===== src/bbi_pkg.sv =====
package bbi_pkg;

  localparam int CW = 24;
  localparam int FW = 16;
  localparam int PW = CW + FW + 1;
  localparam int AW = 4;
  localparam int DW = 32;
  localparam int IN_DW = 5 * CW + FW;
  localparam int OUT_DW = 4 * CW;

  typedef logic signed [CW-1:0] coord_t;
  typedef logic [FW-1:0] frac_t;
  typedef logic signed [PW-1:0] prod_t;

  typedef enum logic [1:0] {
    REG_GRAVITY     = 2'd0,
    REG_MIN_BOUNCE  = 2'd1,
    REG_RESTITUTION = 2'd2,
    REG_FRICTION    = 2'd3
  } reg_idx_t;

  typedef struct packed {
    coord_t          gravity;
    logic [CW-2:0]   min_bounce;
    frac_t           restitution;
    frac_t           friction;
  } cfg_t;

  typedef struct packed {
    logic   valid;
    logic   rest;
    coord_t px;
    coord_t py;
    coord_t vx;
    coord_t vy;
    coord_t vx_fric;
    coord_t ground;
    frac_t  dt;
  } mid_t;

  function automatic prod_t mul_frac(input coord_t a, input frac_t f);
    prod_t ae;
    prod_t fe;
    ae = prod_t'(a);
    fe = prod_t'($signed({1'b0, f}));
    return ae * fe;
  endfunction

  function automatic coord_t frac_floor(input prod_t p);
    prod_t q;
    q = p >>> FW;
    return q[CW-1:0];
  endfunction

  function automatic coord_t sat_add(input coord_t a, input prod_t p);
    prod_t q;
    logic signed [CW+1:0] s;
    q = p >>> FW;
    s = $signed({{2{a[CW-1]}}, a}) + q[CW+1:0];
    if (s[CW+1:CW-1] == 3'b000 || s[CW+1:CW-1] == 3'b111) begin
      return s[CW-1:0];
    end else if (s[CW+1]) begin
      return {1'b1, {(CW-1){1'b0}}};
    end else begin
      return {1'b0, {(CW-1){1'b1}}};
    end
  endfunction

endpackage


===== src/bbi_regs.sv =====
module bbi_regs
  import bbi_pkg::*;
(
  input  logic          clk,
  input  logic          rst,
  input  logic          psel,
  input  logic          penable,
  input  logic          pwrite,
  input  logic [AW-1:0] paddr,
  input  logic [DW-1:0] pwdata,
  output logic [DW-1:0] prdata,
  output logic          pready,
  output cfg_t          cfg
);

  reg_idx_t idx;
  logic     wr;

  assign pready = 1'b1;
  assign idx    = reg_idx_t'(paddr[AW-1:2]);
  assign wr     = psel && penable && pwrite && pready;

  always_ff @(posedge clk) begin
    if (rst) begin
      cfg <= '0;
    end else if (wr) begin
      case (idx)
        REG_GRAVITY:     cfg.gravity     <= pwdata[CW-1:0];
        REG_MIN_BOUNCE:  cfg.min_bounce  <= pwdata[CW-2:0];
        REG_RESTITUTION: cfg.restitution <= pwdata[FW-1:0];
        REG_FRICTION:    cfg.friction    <= pwdata[FW-1:0];
        default: ;
      endcase
    end
  end

  always_comb begin
    case (idx)
      REG_GRAVITY:     prdata = DW'(unsigned'(cfg.gravity));
      REG_MIN_BOUNCE:  prdata = DW'(cfg.min_bounce);
      REG_RESTITUTION: prdata = DW'(cfg.restitution);
      REG_FRICTION:    prdata = DW'(cfg.friction);
      default:         prdata = '0;
    endcase
  end

endmodule


===== config.mk =====
export PLATFORM = sky130hd
export DESIGN_NAME = bbi_regs
export DESIGN_NICKNAME = d
export VERILOG_FILES = /design/src/bbi_pkg.sv /design/src/bbi_regs.sv
export SDC_FILE = /design/constraint.sdc
export NUM_CORES = 1
export LEC_CHECK = 0
export BUFFER_PORTS_ARGS = -buffer_cell sky130_fd_sc_hd__buf_4
export CAP_MARGIN = 20
export CORE_MARGIN = 8
export CORE_UTILIZATION = 49
export DETAILED_ROUTE_END_ITERATION = 8
export GPL_TIMING_DRIVEN = 0
export PLACE_DENSITY = 0.81
export SLEW_MARGIN = 0
export SYNTH_ARGS = -nofsm -noshare
export SYNTH_HDL_FRONTEND = slang
export SYNTH_SLANG_ARGS = --single-unit

===== constraint.sdc =====
create_clock -name clk -period 1.1 [get_ports clk]
set_input_delay 0.055 -clock clk [delete_from_list [all_inputs] [get_ports clk]]
set_output_delay 0.055 -clock clk [all_outputs]
set_load 0.1 [all_outputs]

---- Yosys cells after proc, flatten, opt, wreduce, memory -nomap -nowiden ----
Cells that the tools add are included.
cells by class
  reductions and logical operators ........ 7
  equal/unequal tests ..................... 3
  muxes and demuxes ....................... 1
operator list
  cell                  number
  $pmux W32 S4          1
  $reduce_and A2 Y1     4
  $eq A2 B2 Y1 const B  2
  $eq A2 B1 Y1 const B  1
  $logic_and A1 B1 Y1   2
  $logic_not A2 Y1      1
word-level totals
  output and inout bits ................... 112
  register bits after elaboration ......... 79
  logic and storage cells ................. 15
  input bits .............................. 41

---- Longest topological paths before layout ----
  depth in word-level cells ............... 3
  depth in mapped cells ................... 5
  gate-level depth less buffers ........... 3

---- Worst setup path after synthesis ----
Ideal clock, no wire load.
  path type ............................... register to output
  from .................................... reg cfg[78] (netlist bit)
  to ...................................... out prdata[23]
  setup slack ............................. -2208 ps
  data required time ...................... 1045 ps
  arrival ................................. 3253 ps
  cell stages (with the launch flop) ...... 2
  buffers on the path ..................... 0
  cells stage by stage .................... dfxtp_1 nor3b_1
between the ends
  longest elaborated chain between the ends .. 1
ends and longest elaborated chain
  item          RTL line        source
  from (decl)   bbi_regs.sv:13  output cfg_t cfg
  $pmux W32 S4  bbi_regs.sv:38  case (idx)
  to (decl)     bbi_regs.sv:11  output logic [DW-1:0] prdata,
Every way passes these cells. The select of a mux whose other input is x is not followed.

---- Final worst setup path ----
  from .................................... reg cfg[5] (netlist bit)
  to ...................................... out prdata[5]
The elaborated chain is that of the path after synthesis.

==> reports/summary.log <==
INFO  critical_path  worst_setup_path_end_kind=output pin
INFO  critical_path  worstPathMaxFanout=3
INFO  job            max_cap_viol_count=0
INFO  pwr            cellPowerDensity=1060nW/um^2
INFO  critical_path  cp_slowest_stage_delay=0.49ns
INFO  drt            vias=3100
INFO  critical_path  critical-path-top-delay-family=multiplexers
INFO  final_layout   largest_registers=cfg x79
INFO  pwr            cellLeakagePower=2.76nW
INFO  final_layout   antenna_cells_inserted=0
INFO  drt            detail_route.wl_per_cell=19.7microns
INFO  critical_path  r2r_slack=0.37ns
INFO  clocking       sink_count=79
INFO  clocking       clock_tree.root_cell=sky130_fd_sc_hd__clkbuf_8
INFO  global_route   grt_pass1_vias=3507
INFO  outcome        violations_in_the_final_reports=negative setup slack
INFO  final_layout   largest_register_ff_count=79
INFO  critical_path  worst-path-buf-inv=1
INFO  floorplanning  die-height=104microns
INFO  floorplanning  num_io_pins=153
INFO  drt            finalWirelength=11900microns
INFO  clocking       cts_tree=done
INFO  final_layout   nNetsFinal=541
INFO  global_route   global_route.usage.total=21.8%
INFO  final_layout   synthToLayoutAreaGrowth=57.9%
INFO  drt            remaining_drc_errors=0
INFO  final_layout   final_design_area_no_fill=6040squm
INFO  timing         period_minus_slack=1.45ns
INFO  final_layout   mostFrequentLayoutCell=sky130_fd_sc_hd__buf_4
INFO  critical_path  cp.required=1.04ns
INFO  synthesis      portion_of_the_post_synthesis_area_used_by_sequential_elements=41.3%
INFO  placement      detailed_place.area=5420squm
INFO  drt            pre_antenna_drt_iters=4
INFO  placement      port_buffers=132
INFO  global_route   grt_start_max_net_pins=13
INFO  floorplanning  count_of_standard_cell_rows=32
INFO  global_route   first_pass_grt_wire_length=19100microns
INFO  timing         setup_total_negative_slack=-5.75ns
INFO  global_route   number_of_antenna_violations_at_the_first_check_in_global_routing=0
INFO  global_route   grt-ovfl-total=0
INFO  critical_path  reg_to_reg_critical_path_startpoint=cfg[13]
INFO  min_path       endpoint_of_the_worst_hold_timing_path=cfg[48]
INFO  critical_path  worstSetupPathType=reg -> out
INFO  clocking       clock_latency_reported_for_the_late_side_of_the_worst_skew_pair=0.34ns
INFO  placement      hpwl=8480microns
INFO  critical_path  worst_path_max_delay_cell=sky130_fd_sc_hd__mux4_2
INFO  timing         rsz0062_at_grt=yes
INFO  clocking       cts_buffers=9
INFO  clocking       ctsHtreeMaxLevel=3
INFO  pwr            peak_supply_drop=846uV
INFO  floorplanning  fp.coreArea=7650squm
INFO  final_layout   fin_util=79.0%
INFO  final_layout   area_of_the_multi_input_gates=2190squm
INFO  critical_path  timing.critical_path.from_type=flip-flop
INFO  critical_path  worst_r2r_endpoint=cfg[13]
INFO  drt            routed_via_density=5.12
INFO  timing         maximum_clock_rate=689MHz
INFO  critical_path  critical_path.cell_chain=mux4_2 > buf_6
INFO  timing         number_of_setup_violations_in_the_final_report=24
INFO  synthesis      synth_warnings=0
INFO  clocking       cts.clk_slew.worst_paths=0.07ns
INFO  critical_path  reg2regPathDepth=3
INFO  min_path       timing.hold.worst.class=in -> reg
INFO  synthesis      avgSynthCellArea=11.4squm
INFO  synthesis      netlist_area=3820squm
INFO  min_path       hp-start=pwdata[16]
INFO  final_layout   area.sequential=1880squm
INFO  critical_path  critPathArrivalTime=1.40ns
INFO  synthesis      synthDistinctLibCells=17
INFO  timing         postLayoutSetupSlackWorst=-0.352ns
INFO  floorplanning  fp.dieW=104microns
INFO  floorplanning  floorplan.initialDensity=50.0%
INFO  timing         final_min_period_over_clock_period=132%
INFO  min_path       hold_depth=3
INFO  drt            ant_nets=0
INFO  drt            drt_first_iter_violations=103
INFO  final_layout   registers.top_by_ff_count=cfg
INFO  timing         final_max_slew_violation_count=0
INFO  placement      gp_congestion=0.734
INFO  final_layout   num-fill-cells=500
INFO  clocking       cts.path.max_buffers=2
INFO  timing         final.setup_skew=0ns
INFO  timing         final_hold_viol_count=0
INFO  floorplanning  fp.dieArea=10900squm
INFO  final_layout   share_of_cells_above_drive_strength_1=58.1%
INFO  outcome        outcome=complete, but fails checks
INFO  synthesis      ys_ff_latch=79
INFO  final_layout   layout.cells.most_common_list=sky130_fd_sc_hd__buf_4, sky130_fd_sc_hd__nand2b_1, sky130_fd_sc_hd__mux2i_1, sky130_fd_sc_hd__dfxtp_4, sky130_fd_sc_hd__buf_6
INFO  synthesis      synthesis.instances=335
-- worst max path at each step --
stage	start	to	slack [ns]	cells after the start
floorplan	cfg[78]	prdata[23]	-0.38	1
global placement	paddr[3]	prdata[11]	-0.38	5
detailed placement	paddr[3]	prdata[11]	-0.39	5
CTS	cfg[13]	prdata[13]	-0.36	2
global route	cfg[46]	prdata[14]	-0.38	2
finish	cfg[5]	prdata[5]	-0.35	2
-- worst register-to-register path, delay by kind of cell (launching register included) --
| family | cells | cell delay, ns |
|---|---|---|
| mux | 1 | 0.06 |
| buf+inv | 1 | 0.14 |
| simple gates | 1 | 0.07 |
| flops | 1 | 0.35 |
-- report_power, final --
group | internal (mW) | switching, mW
clock | 1.47 | 1.00
combinational | 0.385 | 0.785
sequential | 2.73 | 0.0336
-- cell type report --
type                       instances  area share, %
buffer                            33           4.08
clock buffer                       9           2.05
clock inverter                     5           1.64
multi-input combinational        230           36.3
sequential                        79           31.1
tap                              102           2.11
timing repair buffer             147           22.7
-- per-stage QoR --
step                hold slack [ns]  power, mW  setup WS (ns)  cells
finish                       0.0188       6.40         -0.352    605
global route                 0.0247       6.61         -0.378    605
global placement              0.322       3.93         -0.375    576
CTS                         0.00592       6.43         -0.358    602
floorplan                     0.200       3.67         -0.382    342
detailed placement            0.332       3.94         -0.394    576
-- cell families (layout without fill, tap and decap cells) --
family / Yosys count / after routing / share of synthesized area [%]
buffers and inverters: 33 / 194 / 5.95
multiplexers: 102 / 102 / 31.9
AND/OR/NAND/NOR: 119 / 119 / 20.6
flip-flops: 79 / 79 / 41.3
other: 2 / 9 / 0.196
-- metal layers --
metal  part of all wire [%]  GRT usage (%)  wire (microns)  up-vias
met1                     42           25.5            5050     1518
met5                      0              0               0        -
met2                     49           37.1            5880      111
met4                    2.0           7.86             233        0
li1                       -              -               -     1455
met3                    6.5           6.13             775       16
-- synthesized netlist by cell type --
master	n	share of area, %
sky130_fd_sc_hd__or3_1	1	0.16
sky130_fd_sc_hd__buf_2	2	0.26
sky130_fd_sc_hd__buf_4	13	2.6
sky130_fd_sc_hd__nand3b_4	2	1.0
sky130_fd_sc_hd__mux4_2	16	9.4
sky130_fd_sc_hd__nand3_4	1	0.46
sky130_fd_sc_hd__dfxtp_1	79	41
sky130_fd_sc_hd__nand3_2	1	0.26
sky130_fd_sc_hd__conb_1	2	0.20
sky130_fd_sc_hd__nand2b_1	103	17
sky130_fd_sc_hd__nor2_1	7	0.69
sky130_fd_sc_hd__mux2i_1	86	23
sky130_fd_sc_hd__and3_4	1	0.29
sky130_fd_sc_hd__buf_6	7	2.1
sky130_fd_sc_hd__clkbuf_1	11	1.1
sky130_fd_sc_hd__nor3b_1	2	0.39
sky130_fd_sc_hd__nor3_4	1	0.43
-- repair_timing --
action                     CTS  global route
pin swaps                    7             0
gates resized for setup     55            12
hold endpoints to repair     9             0
setup buffers                6             3
setup endpoints to repair   24            28
hold buffers                 6             0
Note: power is estimated with default switching activity, not from simulation.
