`config.mk`:
```
export PLATFORM = sky130hd
export DESIGN_NAME = bbi_motion
export DESIGN_NICKNAME = d
export VERILOG_FILES = /design/src/bbi_pkg.sv /design/src/bbi_motion.sv
export SDC_FILE = /design/constraint.sdc
export NUM_CORES = 2
export LEC_CHECK = 0
export BUFFER_PORTS_ARGS = -buffer_cell sky130_fd_sc_hd__buf_4
export CAP_MARGIN = 10
export CORE_MARGIN = 5
export CORE_UTILIZATION = 35
export DETAILED_ROUTE_END_ITERATION = 16
export GPL_ROUTABILITY_DRIVEN = 0
export PLACE_DENSITY = 0.55
export SLEW_MARGIN = 20
export SYNTH_ARGS = -nofsm -noshare
export SYNTH_HDL_FRONTEND = slang
export SYNTH_SLANG_ARGS = --single-unit
export TNS_END_PERCENT = 1
```
`constraint.sdc`:
```
create_clock -name clk -period 8.25 [get_ports clk]
set_input_delay 0.4125 -clock clk [delete_from_list [all_inputs] [get_ports clk]]
set_output_delay 0.4125 -clock clk [all_outputs]
set_load 0.1 [all_outputs]
```
`src/bbi_pkg.sv`:
```
package bbi_pkg;

  localparam int CW = 24;
  localparam int FW = 16;
  localparam int PW = CW + FW + 1;
  localparam int AW = 4;
  localparam int DW = 32;
  localparam int IN_DW = 5 * CW + FW;
  localparam int OUT_DW = 4 * CW;

  typedef logic signed [CW-1:0] coord_t;
  typedef logic [FW-1:0] frac_t;
  typedef logic signed [PW-1:0] prod_t;

  typedef enum logic [1:0] {
    REG_GRAVITY     = 2'd0,
    REG_MIN_BOUNCE  = 2'd1,
    REG_RESTITUTION = 2'd2,
    REG_FRICTION    = 2'd3
  } reg_idx_t;

  typedef struct packed {
    coord_t          gravity;
    logic [CW-2:0]   min_bounce;
    frac_t           restitution;
    frac_t           friction;
  } cfg_t;

  typedef struct packed {
    logic   valid;
    logic   rest;
    coord_t px;
    coord_t py;
    coord_t vx;
    coord_t vy;
    coord_t vx_fric;
    coord_t ground;
    frac_t  dt;
  } mid_t;

  function automatic prod_t mul_frac(input coord_t a, input frac_t f);
    prod_t ae;
    prod_t fe;
    ae = prod_t'(a);
    fe = prod_t'($signed({1'b0, f}));
    return ae * fe;
  endfunction

  function automatic coord_t frac_floor(input prod_t p);
    prod_t q;
    q = p >>> FW;
    return q[CW-1:0];
  endfunction

  function automatic coord_t sat_add(input coord_t a, input prod_t p);
    prod_t q;
    logic signed [CW+1:0] s;
    q = p >>> FW;
    s = $signed({{2{a[CW-1]}}, a}) + q[CW+1:0];
    if (s[CW+1:CW-1] == 3'b000 || s[CW+1:CW-1] == 3'b111) begin
      return s[CW-1:0];
    end else if (s[CW+1]) begin
      return {1'b1, {(CW-1){1'b0}}};
    end else begin
      return {1'b0, {(CW-1){1'b1}}};
    end
  endfunction

endpackage

```
`src/bbi_motion.sv`:
```
module bbi_motion
  import bbi_pkg::*;
(
  input  logic             clk,
  input  logic             rst,
  input  logic             en,
  input  cfg_t             cfg,
  input  logic             in_valid,
  input  logic [IN_DW-1:0] in_data,
  input  logic             in_rest,
  output mid_t             mid
);

  logic   v1;
  logic   rest1;
  coord_t px1, py1, vx1, vy1, ground1;
  frac_t  dt1;

  logic   v2;
  logic   rest2;
  coord_t px2, py2, vx2, vy2, ground2;
  frac_t  dt2;
  prod_t  grav_p, pos_x_p, fric_p;

  coord_t vy_new;
  coord_t px_new;

  // stage 1: capture transaction
  always_ff @(posedge clk) begin
    if (rst) begin
      v1 <= 1'b0;
    end else if (en) begin
      v1 <= in_valid;
    end
  end

  always_ff @(posedge clk) begin
    if (en) begin
      px1     <= in_data[CW-1:0];
      py1     <= in_data[2*CW-1:CW];
      vx1     <= in_data[3*CW-1:2*CW];
      vy1     <= in_data[4*CW-1:3*CW];
      ground1 <= in_data[5*CW-1:4*CW];
      dt1     <= in_data[IN_DW-1:5*CW];
      rest1   <= in_rest;
    end
  end

  // stage 2: products that need only the input and the configuration
  always_ff @(posedge clk) begin
    if (rst) begin
      v2 <= 1'b0;
    end else if (en) begin
      v2 <= v1;
    end
  end

  always_ff @(posedge clk) begin
    if (en) begin
      grav_p  <= mul_frac(cfg.gravity, dt1);
      pos_x_p <= mul_frac(vx1, dt1);
      fric_p  <= mul_frac(vx1, cfg.friction);
      px2     <= px1;
      py2     <= py1;
      vx2     <= vx1;
      vy2     <= vy1;
      ground2 <= ground1;
      dt2     <= dt1;
      rest2   <= rest1;
    end
  end

  // stage 3: apply gravity, move x; resting objects keep their inputs
  assign vy_new = rest2 ? vy2 : sat_add(vy2, grav_p);
  assign px_new = rest2 ? px2 : sat_add(px2, pos_x_p);

  always_ff @(posedge clk) begin
    if (rst) begin
      mid.valid <= 1'b0;
    end else if (en) begin
      mid.valid <= v2;
    end
    if (en) begin
      mid.rest    <= rest2;
      mid.px      <= px_new;
      mid.py      <= py2;
      mid.vx      <= vx2;
      mid.vy      <= vy_new;
      mid.vx_fric <= frac_floor(fric_p);
      mid.ground  <= ground2;
      mid.dt      <= dt2;
    end
  end

endmodule

```
Word level (Yosys, flattened, before mapping) --
Cells that the tools add are included. W data, S select, Z words.
Operators by class: multiply operators 3, divide/modulo/power cells 0, reduce and logical (&&, ||, !) cells 4, eq/ne operators 2, multiplexer cells 6, $add $sub $neg 2, $lt $le $gt $ge 0, bitwise logic cells 0, shifts and indexed selects 0
Operators with widths (number):
- $mux W24 | 6
- $mul A24 B17 Y41 | 2
- $add A24 B25 Y26 | 2
- $mul A24 B17 Y40 | 1
- $eq A3 B3 Y1 const B | 2
- $logic_not A3 Y1 | 2
- $logic_or A1 B1 Y1 | 2
Word-level totals: memory bits (read-only) 0, output and inout port bits 162, word-level logic and storage cells 45, RAM bits 0, bits in latches 0, input port bits 220, memories 0, register bits after elaboration 560

Depth between registers and ports, before layout --
depth in word-level cells 5, depth in mapped cells 26, gate-level depth less buffers 24

Worst setup path before layout --
Ideal clock, no wire load.
kind register -> register, from register dt1[9], to register pos_x_p[38], data pin, cell stages (with the launch flop) 26, path buffers 2, library setup time 0.258 ns, slack 1.787 ns, data required time 7.992 ns, period minus slack after synthesis 6.463 ns, arrival 6.205 ns, path through edfxtp_1 clkbuf_1 clkbuf_1 nand2_1 fa_1 inv_1 fa_1 inv_1 fa_1 inv_1 fa_1 fa_1 inv_1 fa_1 inv_1 ha_1 o21ai_0 a21oi_1 nor3_1 a2111oi_0 nor2_1 o21ai_1 a21oi_1 o211ai_1 a21oi_1 xnor2_1
On the way: cells in the longest elaborated chain, start to end 1
RTL lines:
- start, declared | line bbi_motion.sv:17 | frac_t dt1;
- start signal, assigned | line bbi_motion.sv:44 | dt1 <= in_data[IN_DW-1:5*CW];
- $mul A24 B17 Y41 | line bbi_pkg.sv:46 | return ae * fe;
- end signal, assigned | line bbi_motion.sv:61 | pos_x_p <= mul_frac(vx1, dt1);
- end, declared | line bbi_motion.sv:23 | prod_t grav_p, pos_x_p, fric_p;
No other way between the ends. A chain may end at the register's enable or synchronous reset.

Worst setup path in the final report --
from register vx1[15], to register pos_x_p[40], data pin
On the way: cells in the longest elaborated chain, start to end 1
RTL lines:
- start, declared | line bbi_motion.sv:16 | coord_t px1, py1, vx1, vy1, ground1;
- start signal, assigned | line bbi_motion.sv:41 | vx1 <= in_data[3*CW-1:2*CW];
- $mul A24 B17 Y41 | line bbi_pkg.sv:46
No other way between the ends.

==> results.json <==
{
  "status": "complete, no violations",
  "crit_top_cell": "fa_1",
  "numCtsBuffers": 61,
  "die_h_um": 419,
  "dieArea_um2": 176000,
  "crit_path_end_kind": "register",
  "insertion_delay_ns": 0.72,
  "post_drt_wl_per_cell_um": 17.2,
  "drt_pass1_iterations": 5,
  "cp_cell_sequence": "and2_1, fa_1, inv_1, fa_1, inv_1, fa_1, fa_1, fa_1, inv_1, fa_1, inv_1, ha_1, a211oi_1, nor2_1, nor3_1, o21ai_0, nor2_1, o21ai_1, buf_4, a21oi_1, o211ai_1, a31oi_1, xnor2_1",
  "seq_area_um2": 15300,
  "rsz0062_at_grt": "false",
  "avgSynthCellArea_um2": 10.7,
  "grt_use_total_pct": 16.5,
  "setup_tns_ns": 0,
  "grt_pass1_wl_um": 231000,
  "final_nets": 7598,
  "largest_reg_flops": 162,
  "worst_hold_path_type": "primary input to register",
  "synth-edff-count": 509,
  "cts_resized": 0,
  "row_count": 150,
  "n_fill_cell": 16000,
  "start_util_pct": 35.1,
  "synth_cells": 5485,
  "top_layer": "met5",
  "synth_xor_area_share_pct": 1.93,
  "rr_startpoint": "vx1[15]",
  "crit_family": "adder cells",
  "finalClockSkew_ns": 0.0732,
  "cap_violations": 0,
  "cpMaxStageDelayCell": "edfxtp_1",
  "coreArea_um2": 167000,
  "path_max_fanout": 12,
  "ys_types": 72,
  "cp-start-kind": "register",
  "cpPeakStageDelay_ns": 0.74,
  "critical_path.startpoint": "vx1[15]",
  "yosys_warnings": 0,
  "dp_hpwl_um": 113000,
  "synth_compound_area_share_pct": 4.44,
  "ios": 382,
  "fin_ws_ns": 0.765,
  "crit_type": "register to register",
  "synth-main-ff-cell": "edfxtp_1",
  "grt_max_degree": 167,
  "max_freq_mhz": 134,
  "portBuffers": 342,
  "postCtsSetupRepairBufs": 0,
  "cp_num_buf_inv": 5,
  "clkSinkCount": 512,
  "cts_max_path_buffers": 3,
  "multiInputGateArea_um2": 37400,
  "synth_nets": 7171,
  "arrival_ns": 7.92,
  "hold_violations": 0,
  "htreeDepth": 2,
  "min_period_ns": 7.49,
  "dr.first_iter.drc_count": 1682,
  "met3_length_um": 5600,
  "syn_area_um2": 58600,
  "met2WireLength_um": 71700,
  "finalSetupViolations": 0,
  "vias": 37800,
  "cts_tree": "done",
  "antenna_found_initial": 5,
  "max-slew-margin-rel_pct": 28.0,
  "synth-seq-cells": 512,
  "slew_violations": 0,
  "m1WireLength_um": 59900,
  "routed_via_density": 4.62,
  "die_x_um": 419,
  "drc": 0,
  "gr-total-overflow": 0,
  "grt_pass1_vias": 42300,
  "synthSimpleGateAreaFrac_pct": 11.7,
  "totalWireLength_um": 141000,
  "postRouteAntennaNets": 0,
  "reg.largest.list": "mid (162), grav_p (25), pos_x_p (25)",
  "period_share_pct": 90.7,
  "regMostFlops": "mid",
  "path_clk_slew_ns": 0.06,
  "drive_gt1_share_pct": 9.85,
  "worstMarginPinSlew_ns": 1.08,
  "hp-start": "en",
  "synth_mux_area_share_pct": 0.0512,
  "preCtsSetupSlack_ns": 0.769,
  "synth_fa_ha_area_share_pct": 45.6,
  "area_growth_syn_to_layout_pct": 14.9,
  "ys_seq_area_share_pct": 26.2,
  "cp_data_required_time_ns": 8.69,
  "cts_root_buf": "clkbuf_16",
  "async_reset_ff_share_pct": 0,
  "synth_top_family_by_area": "adder cells"
}
## final cells by class
class                   count  area share (%)
well taps                2204            4.09
clock inverters            46           0.639
repair buffers            590            7.29
clock buffers              66            2.29
multi-input cells        3412            55.5
inverters                1335            7.44
diodes                      3          0.0111
flip-flops and latches    512            22.8
## through the flow
stage                     util (%)  hold WS, ns  cells  instance area, µm²
after floorplan                  -        0.400   5485               58600
after global placement        38.4        0.401   7912               64000
after detailed placement      38.4        0.405   7914               64000
after CTS                     40.4        0.264   8165               67400
after global routing          40.4        0.300   8167               67400
final                         40.4        0.292   8168               67400
## layout by cell type, fill, tap and decap left out, types with 7 or more instances in the layout
cell,instances
and2_1,446
xor2_1,43
fa_1,1122
clkinv_2,13
buf_4,439
a22oi_1,20
or2_2,7
clkinvlp_4,7
dlygate4sd3_1,139
clkbuf_16,61
a21o_1,32
clkinv_1,9
nand4_1,16
o211ai_1,17
inv_1,1335
o21ai_0,57
ha_1,344
edfxtp_1,509
buf_12,9
nand2b_1,24
o311ai_2,10
o21a_1,26
o311ai_1,14
o21bai_1,7
nor3_1,17
nand3_1,18
a211oi_1,25
nor2b_1,22
a21oi_1,97
nand2_1,795
xnor2_1,86
a31oi_1,9
nor2_1,73
and3_1,9
## repair_timing
action                                 4_1_cts  5_1_grt
setup endpoints to repair                    0        0
endpoints found under the hold margin      140        0
hold buffers                               139        0
## kinds of logic after synthesis
family | Yosys count
AO/OA/AOI/OAI | 368
flip-flops | 512
multiplexers | 3
AND/OR/NAND/NOR | 1446
buffers and inverters | 1561
adder cells (fa/ha/maj) | 1466
XOR/XNOR | 129
## cells in the mapped netlist, types with 16 or more instances
library cell	number	area (µm²)
nor2b_1	22	138
o21ai_0	57	285
inv_1	1335	5010
a22oi_1	20	150
clkbuf_1	216	811
nand3_1	18	90.1
o21a_1	26	195
xnor2_1	86	753
xor2_1	43	377
a211oi_1	25	188
fa_1	1122	22500
a21o_1	32	240
ha_1	344	4300
nor3_1	17	85.1
nand2b_1	24	150
and2_1	446	2790
nand4_1	16	100
edfxtp_1	509	15300
o211ai_1	17	128
nor2_1	73	274
nand2_1	795	2980
a21oi_1	97	485
## metal layers
layer	up-vias	GRT usage, %
li1	17400	-
met1	19500	20.9
met2	705	30.0
met3	180	2.01
met4	4	4.19
met5	-	0
## final timing paths
path	to	slack [ns]	cells past startpoint
worst max register to register	pos_x_p[40]	0.76	23
worst min register to register	mid[0]	0.38	0
worst max-delay path	pos_x_p[40]	0.76	23
worst min-delay path	py2[8]	0.29	1
Power is not shown: default switching activity piles up to over one toggle a cycle in this logic, so the estimate is an artifact.
