<file path="src/bbi_pkg.sv">
package bbi_pkg;

  localparam int CW = 24;
  localparam int FW = 16;
  localparam int PW = CW + FW + 1;
  localparam int AW = 4;
  localparam int DW = 32;
  localparam int IN_DW = 5 * CW + FW;
  localparam int OUT_DW = 4 * CW;

  typedef logic signed [CW-1:0] coord_t;
  typedef logic [FW-1:0] frac_t;
  typedef logic signed [PW-1:0] prod_t;

  typedef enum logic [1:0] {
    REG_GRAVITY     = 2'd0,
    REG_MIN_BOUNCE  = 2'd1,
    REG_RESTITUTION = 2'd2,
    REG_FRICTION    = 2'd3
  } reg_idx_t;

  typedef struct packed {
    coord_t          gravity;
    logic [CW-2:0]   min_bounce;
    frac_t           restitution;
    frac_t           friction;
  } cfg_t;

  typedef struct packed {
    logic   valid;
    logic   rest;
    coord_t px;
    coord_t py;
    coord_t vx;
    coord_t vy;
    coord_t vx_fric;
    coord_t ground;
    frac_t  dt;
  } mid_t;

  function automatic prod_t mul_frac(input coord_t a, input frac_t f);
    prod_t ae;
    prod_t fe;
    ae = prod_t'(a);
    fe = prod_t'($signed({1'b0, f}));
    return ae * fe;
  endfunction

  function automatic coord_t frac_floor(input prod_t p);
    prod_t q;
    q = p >>> FW;
    return q[CW-1:0];
  endfunction

  function automatic coord_t sat_add(input coord_t a, input prod_t p);
    prod_t q;
    logic signed [CW+1:0] s;
    q = p >>> FW;
    s = $signed({{2{a[CW-1]}}, a}) + q[CW+1:0];
    if (s[CW+1:CW-1] == 3'b000 || s[CW+1:CW-1] == 3'b111) begin
      return s[CW-1:0];
    end else if (s[CW+1]) begin
      return {1'b1, {(CW-1){1'b0}}};
    end else begin
      return {1'b0, {(CW-1){1'b1}}};
    end
  endfunction

endpackage

</file>
<file path="src/bbi_contact.sv">
module bbi_contact
  import bbi_pkg::*;
(
  input  logic              clk,
  input  logic              rst,
  input  logic              en,
  input  cfg_t              cfg,
  input  mid_t              mid,
  output logic              out_valid,
  output logic [OUT_DW-1:0] out_data,
  output logic [1:0]        out_flags
);

  mid_t   s4;
  prod_t  pos_y_p;
  prod_t  rebound_p;

  coord_t py_new;
  logic   contact;
  logic   bounce;
  coord_t px_o, py_o, vx_o, vy_o;
  logic   resting_o, settled_o;

  // stage 4: products on the new vertical velocity
  always_ff @(posedge clk) begin
    if (rst) begin
      s4.valid <= 1'b0;
    end else if (en) begin
      s4.valid <= mid.valid;
    end
    if (en) begin
      s4.rest    <= mid.rest;
      s4.px      <= mid.px;
      s4.py      <= mid.py;
      s4.vx      <= mid.vx;
      s4.vy      <= mid.vy;
      s4.vx_fric <= mid.vx_fric;
      s4.ground  <= mid.ground;
      s4.dt      <= mid.dt;
      pos_y_p    <= mul_frac(mid.vy, mid.dt);
      rebound_p  <= mul_frac(mid.vy, cfg.restitution);
    end
  end

  // move y, test ground, pick bounce or settle
  assign py_new  = sat_add(s4.py, pos_y_p);
  assign contact = !s4.rest && !s4.vy[CW-1] && (py_new >= s4.ground);
  assign bounce  = s4.vy > $signed({1'b0, cfg.min_bounce});

  always_comb begin
    px_o      = s4.px;
    py_o      = s4.rest ? s4.py : py_new;
    vx_o      = s4.vx;
    vy_o      = s4.vy;
    resting_o = s4.rest;
    settled_o = 1'b0;
    if (contact) begin
      py_o = s4.ground;
      if (bounce) begin
        vx_o = s4.vx_fric;
        vy_o = -frac_floor(rebound_p);
      end else begin
        vx_o      = '0;
        vy_o      = '0;
        resting_o = 1'b1;
        settled_o = 1'b1;
      end
    end
  end

  // output register
  always_ff @(posedge clk) begin
    if (rst) begin
      out_valid <= 1'b0;
    end else if (en) begin
      out_valid <= s4.valid;
    end
  end

  always_ff @(posedge clk) begin
    if (en) begin
      out_data  <= {vy_o, vx_o, py_o, px_o};
      out_flags <= {settled_o, resting_o};
    end
  end

  a_settled_rests: assert property (@(posedge clk) disable iff (rst)
    out_valid && out_flags[1] |-> out_flags[0])
    else $error("settled result not marked resting");

  a_settled_still: assert property (@(posedge clk) disable iff (rst)
    out_valid && out_flags[1] |-> out_data[OUT_DW-1:2*CW] == '0)
    else $error("settled result has nonzero velocity");

  a_advance: assert property (@(posedge clk) disable iff (rst)
    en && s4.valid |=> out_valid)
    else $error("transaction lost between last stage and output");

  a_hold: assert property (@(posedge clk) disable iff (rst)
    !en |=> $stable(s4) && $stable(out_data))
    else $error("stage changed while stalled");

endmodule

</file>
<file path="config.mk">
export PLATFORM = sky130hd
export DESIGN_NAME = bbi_contact
export DESIGN_NICKNAME = d
export VERILOG_FILES = /design/src/bbi_pkg.sv /design/src/bbi_contact.sv
export SDC_FILE = /design/constraint.sdc
export NUM_CORES = 2
export LEC_CHECK = 0
export BUFFER_PORTS_ARGS = -buffer_cell sky130_fd_sc_hd__buf_2
export CAP_MARGIN = 20
export CORE_UTILIZATION = 63
export CTS_CLUSTER_SIZE = 16
export DETAILED_ROUTE_END_ITERATION = 6
export HOLD_SLACK_MARGIN = 0.06
export PLACE_DENSITY = 0.87
export SLEW_MARGIN = 10
export SYNTH_ARGS = -nofsm -noshare
export SYNTH_HDL_FRONTEND = slang
export SYNTH_SLANG_ARGS = --single-unit
</file>
<file path="constraint.sdc">
create_clock -name clk -period 9.1 [get_ports clk]
set_input_delay 1.82 -clock clk [delete_from_list [all_inputs] [get_ports clk]]
set_output_delay 1.82 -clock clk [all_outputs]
set_load 0.02 [all_outputs]
</file>
# Yosys cells after proc, flatten, opt, wreduce, memory -nomap -nowiden
# Cells that the tools add are included.
word_totals:
  reg_bits: 326
  input_bits: 244
  wordCells: 38
  out_inout_bits: 99
classes:
  eq_ne: 1
  mul: 2
  addsub: 2
  n_lt_le_gt_ge: 2
  n_mux: 11
  n_reduce_logical: 6
ops:
  columns: ["operator", "n"]
  rows:
  - ["24-bit two-way mux", 8]
  - ["24-bit by 17-bit multiplier with 41-bit output", 1]
  - ["24-bit by 17-bit multiplier with 40-bit output", 1]
  - ["24-bit by 25-bit adder with 26-bit output", 1]
  - ["24-bit greater-or-equal comparator", 1]
  - ["24-bit greater-than comparator", 1]
  - ["24-bit negator", 1]
  - ["3-bit equality test, second input constant", 1]
  - ["3-bit logical NOT", 1]
  - ["1-bit two-way mux", 3]
  - ["1-bit logical AND", 2]
  - ["1-bit logical NOT", 2]
  - ["1-bit logical OR", 1]

# Longest topological paths before layout
logic_depth:
  word_depth: 7
  ltp_mapped: 28
  ltp_nobuf: 25

# Worst setup path before layout
# Ideal clock, no wire load.
synth_path:
  path_type: "input port to flip-flop"
  from: "input mid[87] (netlist bit)"
  to: "register rebound_p[36] (data pin)"
  arrival_ns: 7.510
  path_slack_ns: 1.332
  required_ns: 8.842
  path_stages: 23
  setup_ns: 0.258
  path_buffers: 2
  path_cell_list: "clkbuf_1 -> clkbuf_1 -> nand2_1 -> fa_1 -> fa_1 -> fa_1 -> inv_1 -> fa_1 -> fa_1 -> inv_1 -> fa_1 -> inv_1 -> ha_1 -> and4_1 -> nand3_1 -> or2_2 -> o32a_1 -> a21oi_1 -> o21ai_0 -> nor2b_1 -> o21a_1 -> nor2_1 -> xnor2_1"
synth_between:
  elab_chain_cells: 1
synth_rtl:
  columns: ["element", "line", "text"]
  rows:
  - ["start, declared", "bbi_contact.sv:8", "input mid_t mid,"]
  - ["24-bit by 17-bit multiplier with 40-bit output", "bbi_pkg.sv:46", "return ae * fe;"]
  - ["end signal, assigned", "bbi_contact.sv:41", "rebound_p <= mul_frac(mid.vy, cfg.restitution);"]
  - ["end, declared", "bbi_contact.sv:16", "prod_t rebound_p;"]
# Every way passes these cells.
# A chain may end at the register's enable or synchronous reset.

# Final worst setup path
layout_path:
  from: "input mid[70] (netlist bit)"
  to: "register rebound_p[36] (data pin)"
# The elaborated chain is that of the path after synthesis.

==> impl_results.rst <==
.. list-table::
   :header-rows: 1

   * - Metric
     - Value
   * - Outcome
     - finished clean
   * - Max-slew violation count
     - 0
   * - Hold buffers post-CTS
     - 0
   * - Distinct cells, synth
     - between 70 and 80
   * - Post-route DRC violation count
     - 0
   * - Final clock period utilization by the worst path
     - 0.888
   * - Total of cells resized after clock tree synthesis
     - 0
   * - Aggregate routed wire length
     - 92,700 um
   * - Mapped Cells
     - slightly below 4,000
   * - Async set-or-reset flop fraction in the synthesized netlist
     - 0
   * - Worst Hold Margin
     - ~0.42 ns
   * - Highest fanout seen on the critical path
     - 30
   * - Setup TNS
     - 0 ns
   * - Global placer's final weighted congestion
     - 0.908
   * - Die ar.
     - between 0.06 and 0.07 mm^2
   * - Final nets
     - 5,360
   * - Headroom to the max-slew limit
     - 0.219
   * - Post-route minimum period
     - 8.08 ns
   * - Clock-pin transition on the worst setup and hold timing paths
     - ~0.060 ns
   * - CTS root buf
     - clkbuf_16
   * - IO Count
     - 343
   * - Launch instance of the worst register-to-register path
     - s4[112]$_DFFE_PP_
   * - Setup repair after global routing missed its margin
     - false
   * - Tightest Hold Check Type
     - register to register
   * - Detail Route Antenna Nets
     - 0
   * - Synthesized area per cell
     - about 10 um^2
   * - Clock buffers created by TritonCTS
     - 30
   * - Clk Latency, worst-skew pair
     - 0.58 ns
   * - Starting density of the core
     - 0.638
   * - DR iter-0 viols
     - 2,040
   * - Data arrival at the endpoint of the critical path
     - approximately 8.4 ns
   * - Synthesis Warnings
     - 0
   * - Number of max-cap violations
     - 0
   * - Core occupancy in the finished layout
     - 0.693
   * - Crit path kind
     - input pin to register
   * - Average detailed-routed wire length per instance
     - 18.7 um
   * - Area of the core region
     - 0.0618 mm^2
   * - Number of antenna violations at the first check in global routing
     - 6
   * - Most common cell after layout, fill and taps aside
     - inv_1
   * - Post-CTS Repair Setup Buffers
     - 0
   * - Global-route wire length before repair
     - 151,000 um
   * - Synthesized cell area
     - 0.0395 mm^2
   * - Maximum operating frequency
     - 124 MHz
   * - Row cnt
     - 91
   * - Setup skew after layout
     - 0.0216 ns
   * - Proportion of synthesized chip area in sequential cells
     - 0.223
   * - Register bit count reported by yosys
     - 294
   * - Vias per inst
     - 5.55
   * - Maximum clock insertion buffer count
     - 3
   * - Clock tree from TritonCTS
     - built
   * - Hpwl dp
     - ~73,000 um
   * - Area added between synthesis and finish
     - 8.51%
   * - Overall routing resource usage
     - 0.303
   * - Vias after detailed routing
     - 27,500
   * - Via count of the first global-routing pass
     - 29,800
   * - Number of flops mapped to enable cells by yosys
     - 292
   * - Most instantiated flip-flop cell in the synthesis netlist
     - edfxtp_1
   * - Number of setup violations in the final report
     - 0
   * - Highest-count cells in the layout ignoring fill and taps
     - 946 x inv_1, 746 x fa_1, 505 x nand2_1
   * - Critical Path Source
     - mid[70]
   * - Maximum number of pins on one net before global-route repair
     - roughly 180
   * - Overall die width
     - 252 um
   * - Proportion of layout cells with a drive suffix above 1
     - 0.104
   * - Min-Delay Startpoint
     - px_o[7]$_DFFE_PP_
   * - CTS sink cnt
     - 294
   * - Remaining Overflow, GRT
     - 0
   * - Worst setup EP type
     - register
   * - IO Port Bufs
     - 302
   * - Synthesized netlist net count
     - a little over 5,000
   * - Transition time at the pin with the least slew margin
     - 1.16 ns
   * - Pre-Repair DR Iteration Count
     - 6
   * - Worst path required time
     - 9.41 ns
   * - Startpoint type of the worst setup path
     - input pin
   * - Vertical extent of the die
     - 252 um
   * - Endpoints failing hold
     - 0
   * - Max H-tree Level
     - 1
-- cells by family after synthesis --
kind of cell,after synthesis,synth area share
AOI/OAI and AO/OA,328,0.0582
buffers and inverters,1107,0.106
muxes,3,0.000761
and+or+nand+nor,1033,0.126
DFF,294,0.223
adders and majority gates,1014,0.463
xor gates and xnor gates,102,0.0226
-- cell usage after synthesis, types with 4 or more instances --
cell type	count	area, um^2
nor2b_1	17	106
inv_1	946	3550
a21oi_1	71	355
o21ai_0	43	215
a211oi_1	11	82.6
fa_1	746	14900
o211ai_1	4	30.0
nand4_1	14	87.6
and4_1	4	35.0
nand3_1	22	110
a22o_1	47	412
ha_1	268	3350
nor2_2	14	87.6
and2_1	300	1880
nand2_1	505	1900
o21a_1	16	120
a22oi_1	21	158
edfxtp_1	292	8770
nor4_1	12	75.1
nor3_1	21	105
buf_6	4	45.0
a21o_1	44	330
or2_2	4	25.0
xnor2_1	77	674
o21ai_1	21	105
nand2b_1	7	43.8
clkbuf_1	151	567
a31oi_1	6	37.5
or3_1	7	43.8
o21bai_1	4	30.0
xor2_1	25	219
nor2_1	86	323
and3_1	8	50.1
-- cell type report --
cell class	instances	area (um^2)
multi-input combinational	2480	26500
fill	4352	19000
sequential	294	8810
inverter	946	3550
timing repair buffer	350	1910
tap	837	1050
clock buffer	38	801
clock inverter	15	228
antenna	2	5.00
-- path summary, 6_finish.rpt --
path                             endpoint  slack, ns  cells after the start
setup / recovery  rebound_p[36]$_DFFE_PP_       1.02                     24
hold / removal      out_data[7]$_DFFE_PP_       0.42                      0
setup reg to reg   out_data[81]$_DFFE_PP_       2.16                     21
hold reg to reg     out_data[7]$_DFFE_PP_       0.42                      0
-- state kept, by name, indices dropped and copies added, names as in the netlist --
register / count
out_valid: 1
out_data: 96
out_flags: 2
rebound_p: 24
s4: 122
px_o: 24
pos_y_p: 25
-- critical path: stages --
cell,delay [ns]
buf_2,0.61
nand2_1,0.17
fa_1,0.54
inv_1,0.07
fa_1,0.51
inv_1,0.06
fa_1,0.55
inv_1,0.06
fa_1,0.39
fa_1,0.51
inv_1,0.05
fa_1,0.47
inv_1,0.04
ha_1,0.36
and3_1,0.28
nand4_1,0.11
or3_1,0.33
o32a_1,0.25
a21oi_1,0.42
o21ai_0,0.25
nor2b_1,0.21
o21a_1,0.15
nor2_1,0.05
xnor2_1,0.12
-- layer usage --
layer | share of wire | vias up | global-route usage
met5 | 0.00037 | - | 0
met3 | 0.084 | 255 | 0.0481
met2 | 0.50 | 1329 | 0.526
li1 | - | 12200 | -
met4 | 0.036 | 6 | 0.109
met1 | 0.38 | 13700 | 0.386
-- through the flow --
step	setup WS, ns	std cells	instance area [um^2]
2_1_floorplan	1.33	3881	39500
4_1_cts	1.07	4960	42800
6_report	1.02	4962	42800
3_5_place_dp	0.500	4907	41800
3_3_place_gp	0.599	4907	41800
5_1_grt	0.628	4962	42800
Power is left out: the tool's default activity adds up to more than one toggle a clock period on the data nets, which glitch-free logic cannot reach.
